<file path="src/rtl/core/acpc_pkg.sv">
// Package for the activity classifier: sizes, derived widths and codes.
// Depends on nothing; the modules reach it by scoped names.
package acpc_pkg;

    localparam int WINDOW_LEN  = 30;
    localparam int SAMPLE_RATE = 54;

    localparam int NUM_REGS = 5;
    localparam int ADDR_W   = $clog2(4 * NUM_REGS);
    localparam int DATA_W   = 32;

    localparam int IDX_W  = $clog2(WINDOW_LEN);
    localparam int FILL_W = $clog2(WINDOW_LEN + 1);
    localparam int AX_W   = 16;
    localparam int SMP_W  = 3 * AX_W;
    localparam int MAG_W  = 17;
    localparam int CAD_W  = 16;
    localparam int PEAK_W = 6;

    // Window sums, centred deviations and the squared-magnitude accumulator
    localparam int SUM_W = AX_W + $clog2(WINDOW_LEN);
    localparam int DEV_W = SUM_W + 2;
    localparam int ABS_W = SUM_W + 1;
    localparam int ACC_W = 2 * ABS_W + 2;
    localparam int RES_W = ACC_W / 2;

    // Divide by WINDOW_LEN through a reciprocal; exact for roots below 2**RES_W
    localparam int DIV_S  = RES_W + $clog2(WINDOW_LEN);
    localparam int K_W    = RES_W + 2;
    localparam logic [K_W-1:0] DIV_K =
        K_W'(((64'd1 << DIV_S) + 64'(WINDOW_LEN) - 64'd1) / 64'(WINDOW_LEN));
    localparam int PROD_W = RES_W + K_W;

    localparam int THR_W = MAG_W + 6;
    localparam int GAP   = (SAMPLE_RATE / 4 < 2) ? 2 : SAMPLE_RATE / 4;
    localparam int GAP_W = $clog2(GAP + 1);
    localparam int CMP_W = 40;

    localparam int CAD_SCALE      = SAMPLE_RATE * 256;
    localparam int SWING_IDLE_MUL = 10;
    localparam int SWING_IDLE_LIM = 256;
    localparam int SWING_FB_MUL   = 100;
    localparam int SWING_FB_LIM   = 3072;
    localparam int CAD_FB_MUL     = 5;
    localparam int CAD_FB_DIV     = 4;

    typedef enum logic [2:0] {
        REG_WALK_CAD_MIN = 3'd0,
        REG_WALK_CAD_MAX = 3'd1,
        REG_RUN_CAD_MIN  = 3'd2,
        REG_WALK_SWING   = 3'd3,
        REG_RUN_SWING    = 3'd4
    } reg_idx_t;

    typedef enum logic [1:0] {
        ACT_IDLE = 2'd0,
        ACT_WALK = 2'd1,
        ACT_RUN  = 2'd2
    } act_t;

    typedef enum logic [3:0] {
        S_IDLE,
        S_SUM,
        S_SUMW,
        S_BRD,
        S_BDIF,
        S_BSQ,
        S_BSTART,
        S_BSQRT,
        S_BDIV,
        S_BMAG,
        S_PKSET,
        S_PK,
        S_PKW,
        S_CLASS
    } state_t;

endpackage

</file>
<file path="src/rtl/core/acpc_isqrt.sv">
// Bit-pair iterative integer square root, one result bit per cycle.
// Depends on acpc_pkg for ACC_W and RES_W.
module acpc_isqrt
(
    input  logic                          clk,
    input  logic                          rst_n,
    input  logic                          start,
    input  logic [acpc_pkg::ACC_W-1:0]    operand,
    output logic                          done,
    output logic [acpc_pkg::RES_W-1:0]    root
);

    localparam int W = acpc_pkg::ACC_W;

    logic [W-1:0] v_reg;
    logic [W-1:0] res_reg;
    logic [W-1:0] bit_reg;
    logic         busy_reg;
    logic         done_reg;
    logic [W-1:0] trial;

    assign trial = res_reg + bit_reg;
    assign done  = done_reg;
    assign root  = res_reg[acpc_pkg::RES_W-1:0];

    always_ff @(posedge clk or negedge rst_n)
    begin
        if (!rst_n)
        begin
            busy_reg <= 1'b0;
            done_reg <= 1'b0;
        end
        else
        begin
            done_reg <= busy_reg && bit_reg[0];
            if (start)
                busy_reg <= 1'b1;
            else if (busy_reg && bit_reg[0])
                busy_reg <= 1'b0;
        end
    end

    always_ff @(posedge clk)
    begin
        if (start)
        begin
            v_reg   <= operand;
            res_reg <= '0;
            bit_reg <= W'(1) << (W - 2);
        end
        else if (busy_reg)
        begin
            // Try the next bit pair; keep it when the remainder allows
            if (v_reg >= trial)
            begin
                v_reg   <= v_reg - trial;
                res_reg <= (res_reg >> 1) + bit_reg;
            end
            else
            begin
                res_reg <= res_reg >> 1;
            end
            bit_reg <= bit_reg >> 2;
        end
    end

endmodule

</file>
<file path="config.mk">
export PLATFORM = sky130hd
export DESIGN_NAME = acpc_isqrt
export DESIGN_NICKNAME = d
export VERILOG_FILES = /design/src/rtl/core/acpc_pkg.sv /design/src/rtl/core/acpc_isqrt.sv
export SDC_FILE = /design/constraint.sdc
export NUM_CORES = 1
export LEC_CHECK = 0
export ABC_AREA = 1
export BUFFER_PORTS_ARGS = -buffer_cell sky130_fd_sc_hd__buf_2
export CORE_MARGIN = 1
export CORE_UTILIZATION = 50
export DETAILED_ROUTE_END_ITERATION = 8
export PLACE_DENSITY = 0.7
export RECOVER_POWER = 25
export SLEW_MARGIN = 30
export SYNTH_ARGS = -nofsm -noshare
export SYNTH_HDL_FRONTEND = slang
export SYNTH_SLANG_ARGS = --single-unit
</file>
<file path="constraint.sdc">
create_clock -name clk -period 4.9 [get_ports clk]
set_input_delay 0.98 -clock clk [delete_from_list [all_inputs] [get_ports clk]]
set_output_delay 0.98 -clock clk [all_outputs]
set_load 0.02 [all_outputs]
</file>
# Word-level counts from Yosys, hierarchy flattened
# Cells that the tools add are included.
# word_totals
reg_bits,117
inputBits,49
output_inout_bits,24
word_cells,20
# classes
add_sub_neg,3
magnitude_cmp,1
muxes,6
reduce_logical,5
# op_table
op,n
$mux 46,4
$add 45x45->46,1
$add 46x45->46,1
$ge 46x46->1,1
$sub 46x46->46,1
$reduce_bool 2->1,3
$mux 1,2
$reduce_and 2->1,1
$logic_and 1x1->1,1

# Depth between registers and ports, before layout
# Gate-level depths: netlist of the first run.
# depth
ltp_word,5
mapped_depth,27
mapped_depth_nobuf,26

# Worst setup path before layout of the first run
# OpenSTA, ideal clock, no wires.
# synth_timing
path_type,register to register
from,register bit_reg[8]
to,register v_reg[0] (enable)
setup_time_ns,0.404
t_arrival_ns,4.141
t_required_ns,4.496
setup_slack_ns,0.355
stages_incl_launch_ff,24
n_path_buf,1
period_less_slack_ns,4.545
path_cell_list,dfxtp_1 ha_1 nand2_1 o21ai_0 nand2_1 o21ai_0 a21oi_1 o21ai_0 a21oi_1 xor2_1 ha_1 nand2_1 inv_1 nand2_1 nor2_1 nand2_1 nor2_1 nand2_1 nand2_1 nor2_4 nand2_2 buf_6 nand2_4 nand2_1
# synth_between
elab_chain_cells,4
# synth_rtl
element,line,source
from (decl),acpc_isqrt.sv:17,logic [W-1:0] bit_reg;
from (signal assigned),acpc_isqrt.sv:49,bit_reg <= W'(1) << (W - 2);
from (signal assigned),acpc_isqrt.sv:63,bit_reg <= bit_reg >> 2;
$add 46x45->46,acpc_isqrt.sv:22,assign trial = res_reg + bit_reg;
$ge 46x46->1,acpc_isqrt.sv:54,if (v_reg >= trial)
$reduce_bool 2->1 (no source line),-,
$reduce_and 2->1 (no source line),-,
to (signal assigned),acpc_isqrt.sv:47,v_reg <= operand;
to (signal assigned),acpc_isqrt.sv:56,v_reg <= v_reg - trial;
to (decl),acpc_isqrt.sv:15,logic [W-1:0] v_reg;
# Every way passes these cells.
# A chain may end at the register's enable or synchronous reset.

# Worst setup path after layout of the first run
# layout_timing
from,register res_reg[38]
to,register res_reg[20]
# layout_between
elab_chain_cells,3
# layout_rtl
element,line,source
from (decl),acpc_isqrt.sv:16,logic [W-1:0] res_reg;
from (signal assigned),acpc_isqrt.sv:57,res_reg <= (res_reg >> 1) + bit_reg;
from (signal assigned),acpc_isqrt.sv:61,res_reg <= res_reg >> 1;
$add 46x45->46,acpc_isqrt.sv:22,
$ge 46x46->1,acpc_isqrt.sv:54,
$mux 46,acpc_isqrt.sv:54,
# Every way passes these cells.

==> results of run 1 <==
cells by family after synthesis:
kind of cell    after synthesis
fa+ha+maj                    95
simple gates               1286
buf+inv                     351
flops                       117
compound gates              355
xor+xnor                     73
cell usage in the layout, fill, tap and decap left out, types with 17 or more instances in the layout:
cell	n
sky130_fd_sc_hd__a21oi_1	166
sky130_fd_sc_hd__buf_2	55
sky130_fd_sc_hd__buf_4	24
sky130_fd_sc_hd__clkbuf_1	21
sky130_fd_sc_hd__clkbuf_16	17
sky130_fd_sc_hd__dfxtp_1	69
sky130_fd_sc_hd__edfxtp_1	46
sky130_fd_sc_hd__ha_1	94
sky130_fd_sc_hd__inv_1	270
sky130_fd_sc_hd__nand2_1	742
sky130_fd_sc_hd__nand3_1	190
sky130_fd_sc_hd__nand3b_1	20
sky130_fd_sc_hd__nand4_1	20
sky130_fd_sc_hd__nor2_1	258
sky130_fd_sc_hd__nor3_1	22
sky130_fd_sc_hd__o21ai_0	133
sky130_fd_sc_hd__o21bai_1	18
sky130_fd_sc_hd__xnor2_1	35
sky130_fd_sc_hd__xor2_1	38
area by class of cell:
class                   count  area, um^2
fillers                  2745       11600
multi-input cells        1809        9060
flip-flops and latches    117        2810
inverters                 273        1020
repair buffers            103         579
clock buffers              19         453
well taps                 335         419
clock inverters            13         145
per-layer routing:
layer,track usage,vias to the layer above,share of wire,routed length (um)
li1,-,7450,-,-
met2,0.592,733,0.45,21800
met1,0.446,6844,0.42,20200
met3,0.0392,166,0.068,3290
met5,0,-,0,0
met4,0.204,0,0.059,2850
stage by stage:
stage / hold WS [ps] / area [um^2] / setup slack [ps]
after floorplan: 450 / 13300 / 355
after global placement: 483 / 13900 / 392
after detailed placement: 484 / 14000 / 403
after CTS: 314 / 14600 / 385
after global routing: 330 / 14500 / 14.8
final: 322 / 14500 / 335
worst paths after layout:
check,slack (ps),endpoint,cells after the start
worst min-delay path,320,done$_DFF_PN0_,1
max in group asynchronous,4440,busy_reg$_DFFE_PN0P_,1
worst max-delay path,340,res_reg[20]$_SDFFE_PP0P_,20
worst max register to register,340,res_reg[20]$_SDFFE_PP0P_,20
min in group clk,500,res_reg[0]$_SDFFE_PP0P_,2
worst min register to register,500,res_reg[0]$_SDFFE_PP0P_,2
repair_timing:
item,in CTS,in global routing
endpoints found under the setup margin,0,55
resized for setup,0,2
hold endpoints to repair,0,0
where the power goes:
group          internal (uW)  switching [uW]
clock                    784             545
combinational           2010            3890
sequential              1470             298
total                   4260            4730
==> impl_table.tex, run 1 <==
\begin{tabular}{lr}
\hline
Metric & Value \\
\hline
\multicolumn{2}{l}{\textbf{Synthesis}} \\
\quad Most frequent cells after synthesis & sky130\_fd\_sc\_hd\_\_nand2\_1, sky130\_fd\_sc\_hd\_\_inv\_1, sky130\_fd\_sc\_hd\_\_nor2\_1 \\
\quad Sequential-to-total area share from yosys stat & 0.211 \\
\quad Count of mapped cells out of synthesis & 2,277 \\
\quad Predominant post-synthesis flop cell & sky130\_fd\_sc\_hd\_\_dfxtp\_1 \\
\quad Largest family of logic cells by synthesized area & simple AND/OR/NAND/NOR gates \\
\quad Post-synth design cell area & 13,300 um\^{}2 \\
\quad Netlist cell types & 49 \\
\quad Simple-gate share of the synthesized area & 0.399 \\
\quad Top-area cell type share of the netlist area & 0.209 \\
\quad Biggest area contributors in the synthesized netlist & sky130\_fd\_sc\_hd\_\_nand2\_1, sky130\_fd\_sc\_hd\_\_dfxtp\_1, sky130\_fd\_sc\_hd\_\_edfxtp\_1 \\
\quad Most common cell in the netlist & sky130\_fd\_sc\_hd\_\_nand2\_1 \\
\quad Warnings, synthesis & 0 \\
\quad Synthesis-stage register bit count & 117 \\
\quad Library cell with the largest summed area after synthesis & sky130\_fd\_sc\_hd\_\_nand2\_1 \\
\quad Number of synthesized flops with an enable pin & 46 \\
\quad XOR/XNOR share of the synthesized area & 0.0480 \\
\quad Share of flip-flops with an asynchronous set or reset & 0.0171 \\
\quad Average cell area after synthesis & approximately 5.8 um\^{}2 \\
\quad Synthesized-area fraction occupied by ao, oa, aoi and oai cells & 0.143 \\
\quad Mux share of post-synthesis cell area & 0 \\
\quad Synthesized netlist net count & about 2,400 \\
\quad Post-synthesis adder-cell area fraction & 0.0898 \\
\multicolumn{2}{l}{\textbf{Pwr}} \\
\quad Pwr Density & 620 nW/um\^{}2 \\
\quad Overall Power & 8990 uW \\
\quad VDD IR max & 0.449 mV \\
\quad Static Leakage & 0.00658 uW \\
\multicolumn{2}{l}{\textbf{Critical path}} \\
\quad Arrival time reported for the critical path endpoint & 4780 ps \\
\quad Largest stage delay on the critical path & 440 ps \\
\quad Worst setup path startpoint & res\_reg[38]\$\_SDFFE\_PP0P\_ \\
\quad Slowest-stage cell, CP & sky130\_fd\_sc\_hd\_\_buf\_4 \\
\quad CP endpoint kind & flop \\
\quad Buf/Inv on CP & 3 \\
\quad Crit Reg-Reg Startpoint & res\_reg[38]\$\_SDFFE\_PP0P\_ \\
\quad Critical path data required time & 5110 ps \\
\quad Series of cell instances along the critical path & ha\_1, nand2\_1, nor2\_1, inv\_1, nor3\_1, inv\_1, nor2\_1, nand3\_1, o2111ai\_1, xor2\_1, ha\_1, nand2\_1, o21ai\_0, a21oi\_1, nand2\_1, nor2\_4, buf\_4, nand3b\_1, nand3\_1, a21oi\_1 \\
\quad Critical path peak fanout & 36 \\
\quad Cell type with the highest occurrence count on the critical path & sky130\_fd\_sc\_hd\_\_nand2\_1 \\
\quad Launching element type of the critical path & flop \\
\quad Type of the worst setup path & reg -> reg \\
\quad Kind of cell with the highest combined delay on the critical path & simple AND/OR/NAND/NOR gates \\
\multicolumn{2}{l}{\textbf{Clock network}} \\
\quad Number of buffers on the longest clock path & 2 \\
\quad Number of hold buffers added after cts & 0 \\
\quad Clock tree from TritonCTS & done \\
\quad Clock buffer count from CTS & 17 \\
\quad CTS clk-pin slew, worst paths & roughly 60 ps \\
\quad \# Post-CTS Setup Buffers & 0 \\
\quad Clk\_lat worst skew & 430 ps \\
\quad Maximum level of the CTS H-tree & 4 \\
\quad Num Clock Sinks & between 100 and 150 \\
\quad CTS Root Buffer Type & sky130\_fd\_sc\_hd\_\_clkbuf\_16 \\
\multicolumn{2}{l}{\textbf{Final layout}} \\
\quad Antenna cells & 0 \\
\quad Post-layout utilization of the core & 0.556 \\
\quad Proportion of layout cells with a drive suffix above 1 & 0.0608 \\
\quad Post-Layout Cell Count & approximately 2,700 \\
\quad Relative area change from synthesis to final layout & 8.84\% \\
\quad Final net count & 2,465 \\
\multicolumn{2}{l}{\textbf{Floorplan}} \\
\quad Starting density of the core & 0.511 \\
\quad Core area & about 26,000 um\^{}2 \\
\quad Area of the die & 27,300 um\^{}2 \\
\quad Std-Cell Rows & 59 \\
\quad Horizontal extent of the die & 165 um \\
\quad Die Y-Extent & around 170 um \\
\quad Num ports & 73 \\
\multicolumn{2}{l}{\textbf{Timing}} \\
\quad Part of the cycle the worst path needs & 0.932 \\
\quad Final Max Tran Viols & 112 \\
\quad Clock period minus worst slack & 4560 ps \\
\quad Final number of hold-violating endpoints & 0 \\
\quad Unrepaired setup endpoints after global routing & no \\
\quad Transition time at the pin with the least slew margin & 2790 ps \\
\quad Total setup violations reported at the end of the flow & 0 \\
\quad Setup TNS after final layout & 0 ps \\
\quad Max Freq & 219 MHz \\
\quad Max transition margin & -0.859 \\
\quad Clock Skew & 15.0 ps \\
\multicolumn{2}{l}{\textbf{Placement}} \\
\quad Port Buf Inserts & 72 \\
\quad Number of cells in the design after placement & about 2,600 \\
\quad Post-DP HPWL & 37,500 um \\
\quad Final estimated routing congestion in global placement & between 1 and 1.5 \\
\multicolumn{2}{l}{\textbf{Route}} \\
\quad DR WL/cell & 18.0 um \\
\quad Aggregate routed wire length & 48,100 um \\
\quad DRT Pass-1 Iters & 5 \\
\quad Routed via count divided by cell count & between 5 and 6 \\
\quad Vias & 15,200 \\
\quad Number of design-rule violations left by the first detailed-router iteration & between 1,000 and 1,500 \\
\quad DRC errors left & 0 \\
\quad Final antenna-violating net count & 0 \\
\multicolumn{2}{l}{\textbf{Global route}} \\
\quad Maximum number of pins on one net before global-route repair & 59 \\
\quad Number of antenna violations at the first check in global routing & 0 \\
\quad Overflow left after global routing & 0 \\
\quad Vias in the first global route & $\sim$14,000 \\
\quad First-pass GRT wire length & 73,600 um \\
\quad GR Util All Layers & 0.356 \\
\multicolumn{2}{l}{\textbf{Status}} \\
\quad Result of the run & complete, but fails checks \\
\quad Failing checks & capacitance limit, slew limit \\
\multicolumn{2}{l}{\textbf{Min path}} \\
\quad Worst min-delay path class & in -> async \\
\multicolumn{2}{l}{\textbf{Job}} \\
\quad Maximum capacitance violations & 2 \\
\hline
\end{tabular}
(Power assumes the default switching activity.)
==> run 2, diff against run 1 <==
Settings changed: PLACE_DENSITY 0.7 to unset, PLACE_DENSITY_LB_ADDON set to 0.1.
==> run 2 against run 1 <==
Against the previous run:
- the run still ends with capacitance limit, slew limit left
- wire length rose by 1.8%
- critical path depth is the same
- design area grew 0.15%
- combinational power hardly changed
- flip-flop and latch count unchanged
- non-clock buffer count rose by 7
- clock skew up 0.91 ps
- final cell count rose by 0.26%
==> impl_table.tex, run 2 (synthesis gave the netlist of run 1 again) <==
\begin{tabular}{lr}
\hline
Metric & Value \\
\hline
\multicolumn{2}{l}{\textbf{Status}} \\
\quad Result of the run & complete, but fails checks \\
\quad Failing checks & capacitance limit, slew limit \\
\multicolumn{2}{l}{\textbf{Timing}} \\
\quad Final number of hold-violating endpoints & 0 (unchanged) \\
\quad Setup TNS after final layout & 0 ps (unchanged) \\
\quad Worst path setup slack after routing & 322 ps (-13.6 ps) \\
\quad Max transition margin & -0.764 (+0.0947) \\
\quad Part of the cycle the worst path needs & 0.934 (+0.00277) \\
\quad Final Max Tran Viols & 49 (-56\%) \\
\quad Clock Skew & 16.0 ps (+0.909 ps) \\
\quad Unrepaired setup endpoints after global routing & no \\
\quad Max Freq & 218 MHz (-0.30\%) \\
\quad Total setup violations reported at the end of the flow & 0 (unchanged) \\
\quad Clock period minus worst slack & 4580 ps (+13.6 ps) \\
\quad Transition time at the pin with the least slew margin & 2650 ps (-142 ps) \\
\multicolumn{2}{l}{\textbf{Pwr}} \\
\quad VDD IR max & 0.414 mV (-7.8\%) \\
\quad Static Leakage & 0.00658 uW (about the same) \\
\quad Overall Power & 8960 uW (-0.37\%) \\
\quad Pwr Density & 617 nW/um\^{}2 (-0.52\%) \\
\multicolumn{2}{l}{\textbf{Floorplan}} \\
\quad Starting density of the core & 0.511 (unchanged) \\
\quad Area of the die & 27,300 um\^{}2 (unchanged) \\
\quad Horizontal extent of the die & 165 um (unchanged) \\
\quad Std-Cell Rows & 59 (unchanged) \\
\quad Die Y-Extent & 165 um (unchanged) \\
\quad Num ports & 73 (unchanged) \\
\quad Core area & 26,100 um\^{}2 (unchanged) \\
\multicolumn{2}{l}{\textbf{Route}} \\
\quad Number of design-rule violations left by the first detailed-router iteration & 1,330 (-7.6\%) \\
\quad Aggregate routed wire length & 49,000 um (+1.8\%) \\
\quad DRT Pass-1 Iters & 5 (unchanged) \\
\quad Final antenna-violating net count & 0 (unchanged) \\
\quad Vias & 15,000 (-1.1\%) \\
\quad Routed via count divided by cell count & 5.62 (-1.3\%) \\
\quad DR WL/cell & 18.3 um (+1.5\%) \\
\quad DRC errors left & 0 (unchanged) \\
\multicolumn{2}{l}{\textbf{Placement}} \\
\quad Post-DP HPWL & 38,600 um (+2.8\%) \\
\quad Port Buf Inserts & 72 (unchanged) \\
\quad Number of cells in the design after placement & 2,644 (+0.27\%) \\
\quad Setup WS pre-CTS & 333 ps (-69.2 ps) \\
\quad Final estimated routing congestion in global placement & 0.971 (-6.1\%) \\
\multicolumn{2}{l}{\textbf{Job}} \\
\quad Maximum capacitance violations & 2 (unchanged) \\
\multicolumn{2}{l}{\textbf{Final layout}} \\
\quad Post-layout utilization of the core & 0.557 (+0.000816) \\
\quad Fillcell total & 2,758 (+0.47\%) \\
\quad Final net count & 2,472 (+0.28\%) \\
\quad Relative area change from synthesis to final layout & 9.00\% \\
\quad Antenna cells & 0 (unchanged) \\
\quad Top library cells by usage in the layout, fill and taps aside & sky130\_fd\_sc\_hd\_\_nand2\_1, sky130\_fd\_sc\_hd\_\_inv\_1, sky130\_fd\_sc\_hd\_\_nor2\_1 \\
\quad Post-Layout Cell Count & 2,676 (+0.26\%) \\
\quad Proportion of layout cells with a drive suffix above 1 & 0.0607 (-0.000182) \\
\quad Most common cell after layout, fill and taps aside & sky130\_fd\_sc\_hd\_\_nand2\_1 \\
\quad Sequential cell area & 2810 um\^{}2 (unchanged) \\
\quad Area of the multi-input gates & 9060 um\^{}2 (unchanged) \\
\multicolumn{2}{l}{\textbf{Critical path}} \\
\quad Type of the worst setup path & reg -> reg \\
\quad CP Depth & 20 (unchanged) \\
\quad Critical path peak fanout & 36 (unchanged) \\
\quad Kind of cell with the highest combined delay on the critical path & simple AND/OR/NAND/NOR gates \\
\quad Critical path data required time & 5090 ps (-20 ps) \\
\quad Buf/Inv on CP & 3 (unchanged) \\
\quad Reg-to-reg endpoint & res\_reg[8]\$\_SDFFE\_PP0P\_ \\
\quad FF-to-FF path depth & 20 (unchanged) \\
\quad Slowest-stage cell, CP & sky130\_fd\_sc\_hd\_\_ha\_1 \\
\quad Arrival time reported for the critical path endpoint & 4770 ps (about the same) \\
\quad Worst setup path startpoint & res\_reg[38]\$\_SDFFE\_PP0P\_ \\
\quad Largest stage delay on the critical path & 420 ps (-20 ps) \\
\quad Series of cell instances along the critical path & ha\_1, nand2\_1, nor2\_1, inv\_1, nor3\_1, inv\_1, nor2\_1, nand3\_1, o2111ai\_1, xor2\_1, ha\_1, a21oi\_1, o21ai\_0, a21oi\_1, nand2\_1, nor2\_4, buf\_6, nand3\_1, nand3\_1, a21oi\_1 \\
\quad Crit Reg-Reg Startpoint & res\_reg[38]\$\_SDFFE\_PP0P\_ \\
\quad Termination of the worst setup path & res\_reg[8]\$\_SDFFE\_PP0P\_ \\
\quad CP endpoint kind & flop \\
\quad Launching element type of the critical path & flop \\
\quad Setup slack on the worst flop-to-flop path & 320 ps (about the same) \\
\multicolumn{2}{l}{\textbf{Global route}} \\
\quad Vias in the first global route & 13,900 (-1.1\%) \\
\quad Met3 Track Usage GR & 0.0345 (-0.00475) \\
\quad GRT Max-Usage Layer & met2 \\
\quad GR Util All Layers & 0.360 (+0.00409) \\
\quad M2 GR Usage & 0.606 (+0.0141) \\
\quad Maximum number of pins on one net before global-route repair & 56 (-5.1\%) \\
\quad First-pass GRT wire length & 74,000 um (+0.56\%) \\
\quad Number of antenna violations at the first check in global routing & 0 (unchanged) \\
\quad Overflow left after global routing & 0 (unchanged) \\
\quad Met1 layer usage reported by global route & 0.449 (+0.00342) \\
\multicolumn{2}{l}{\textbf{Clock network}} \\
\quad Num Clock Sinks & 117 (unchanged) \\
\quad Maximum level of the CTS H-tree & 4 (unchanged) \\
\quad CTS Root Buffer Type & sky130\_fd\_sc\_hd\_\_clkbuf\_16 \\
\quad Number of buffers on the longest clock path & 2 (unchanged) \\
\quad Number of hold buffers added after cts & 0 (unchanged) \\
\quad Clk\_lat worst skew & 430 ps (about the same) \\
\quad Clock tree from TritonCTS & done \\
\quad Clock buffer count from CTS & 17 (unchanged) \\
\quad CTS clk-pin slew, worst paths & 70 ps (about the same) \\
\multicolumn{2}{l}{\textbf{Min path}} \\
\quad Worst min-delay path class & in -> async \\
\hline
\end{tabular}
## run 2: report_power, final
group          internal, uW  switching [uW]
Sequential             1470             283
Combinational          2040            3870
Clock                   758             548
## run 2: cell type report
class / count / share of cell area
multi-input combinational: 1809 / 0.624
sequential: 117 / 0.194
clock inverter: 13 / 0.0103
tap: 335 / 0.0289
clock buffer: 19 / 0.0298
inverter: 273 / 0.0706
timing repair buffer: 110 / 0.0425
## run 2: how the worst min path moves through the flow
stage / start / to / slack (ps) / cells after the start
3_5_place_dp: res_reg[0]$_SDFFE_PP0P_ / res_reg[0]$_SDFFE_PP0P_ / 490 / 2
3_3_place_gp: res_reg[0]$_SDFFE_PP0P_ / res_reg[0]$_SDFFE_PP0P_ / 480 / 2
6_report: rst_n / done$_DFF_PN0_ / 330 / 1
5_1_grt: rst_n / done$_DFF_PN0_ / 330 / 1
2_1_floorplan: bit_reg[0]$_SDFFE_PP0P_ / done$_DFF_PN0_ / 450 / 2
4_1_cts: rst_n / done$_DFF_PN0_ / 320 / 1
## run 2: per-stage QoR
| stage | hold slack (ps) | instance area, um^2 |
|---|---|---|
| finish | 326 | 14500 |
| global route | 328 | 14500 |
| CTS | 319 | 14600 |
| detailed placement | 486 | 14000 |
| global placement | 479 | 14000 |
| floorplan | 450 | 13300 |
## run 2: per-layer routing
| layer | vias up | wire length (um) | share of wire |
|---|---|---|---|
| met5 | - | 0 | 0 |
| met4 | 0 | 2780 | 0.057 |
| met3 | 142 | 3060 | 0.063 |
| met2 | 643 | 22500 | 0.46 |
| met1 | 6785 | 20700 | 0.42 |
| li1 | 7461 | - | - |
## run 2: repair_timing
item,in CTS,in global routing
gates resized for setup,0,2
endpoints found under the setup margin,0,49
setup buffers,0,0
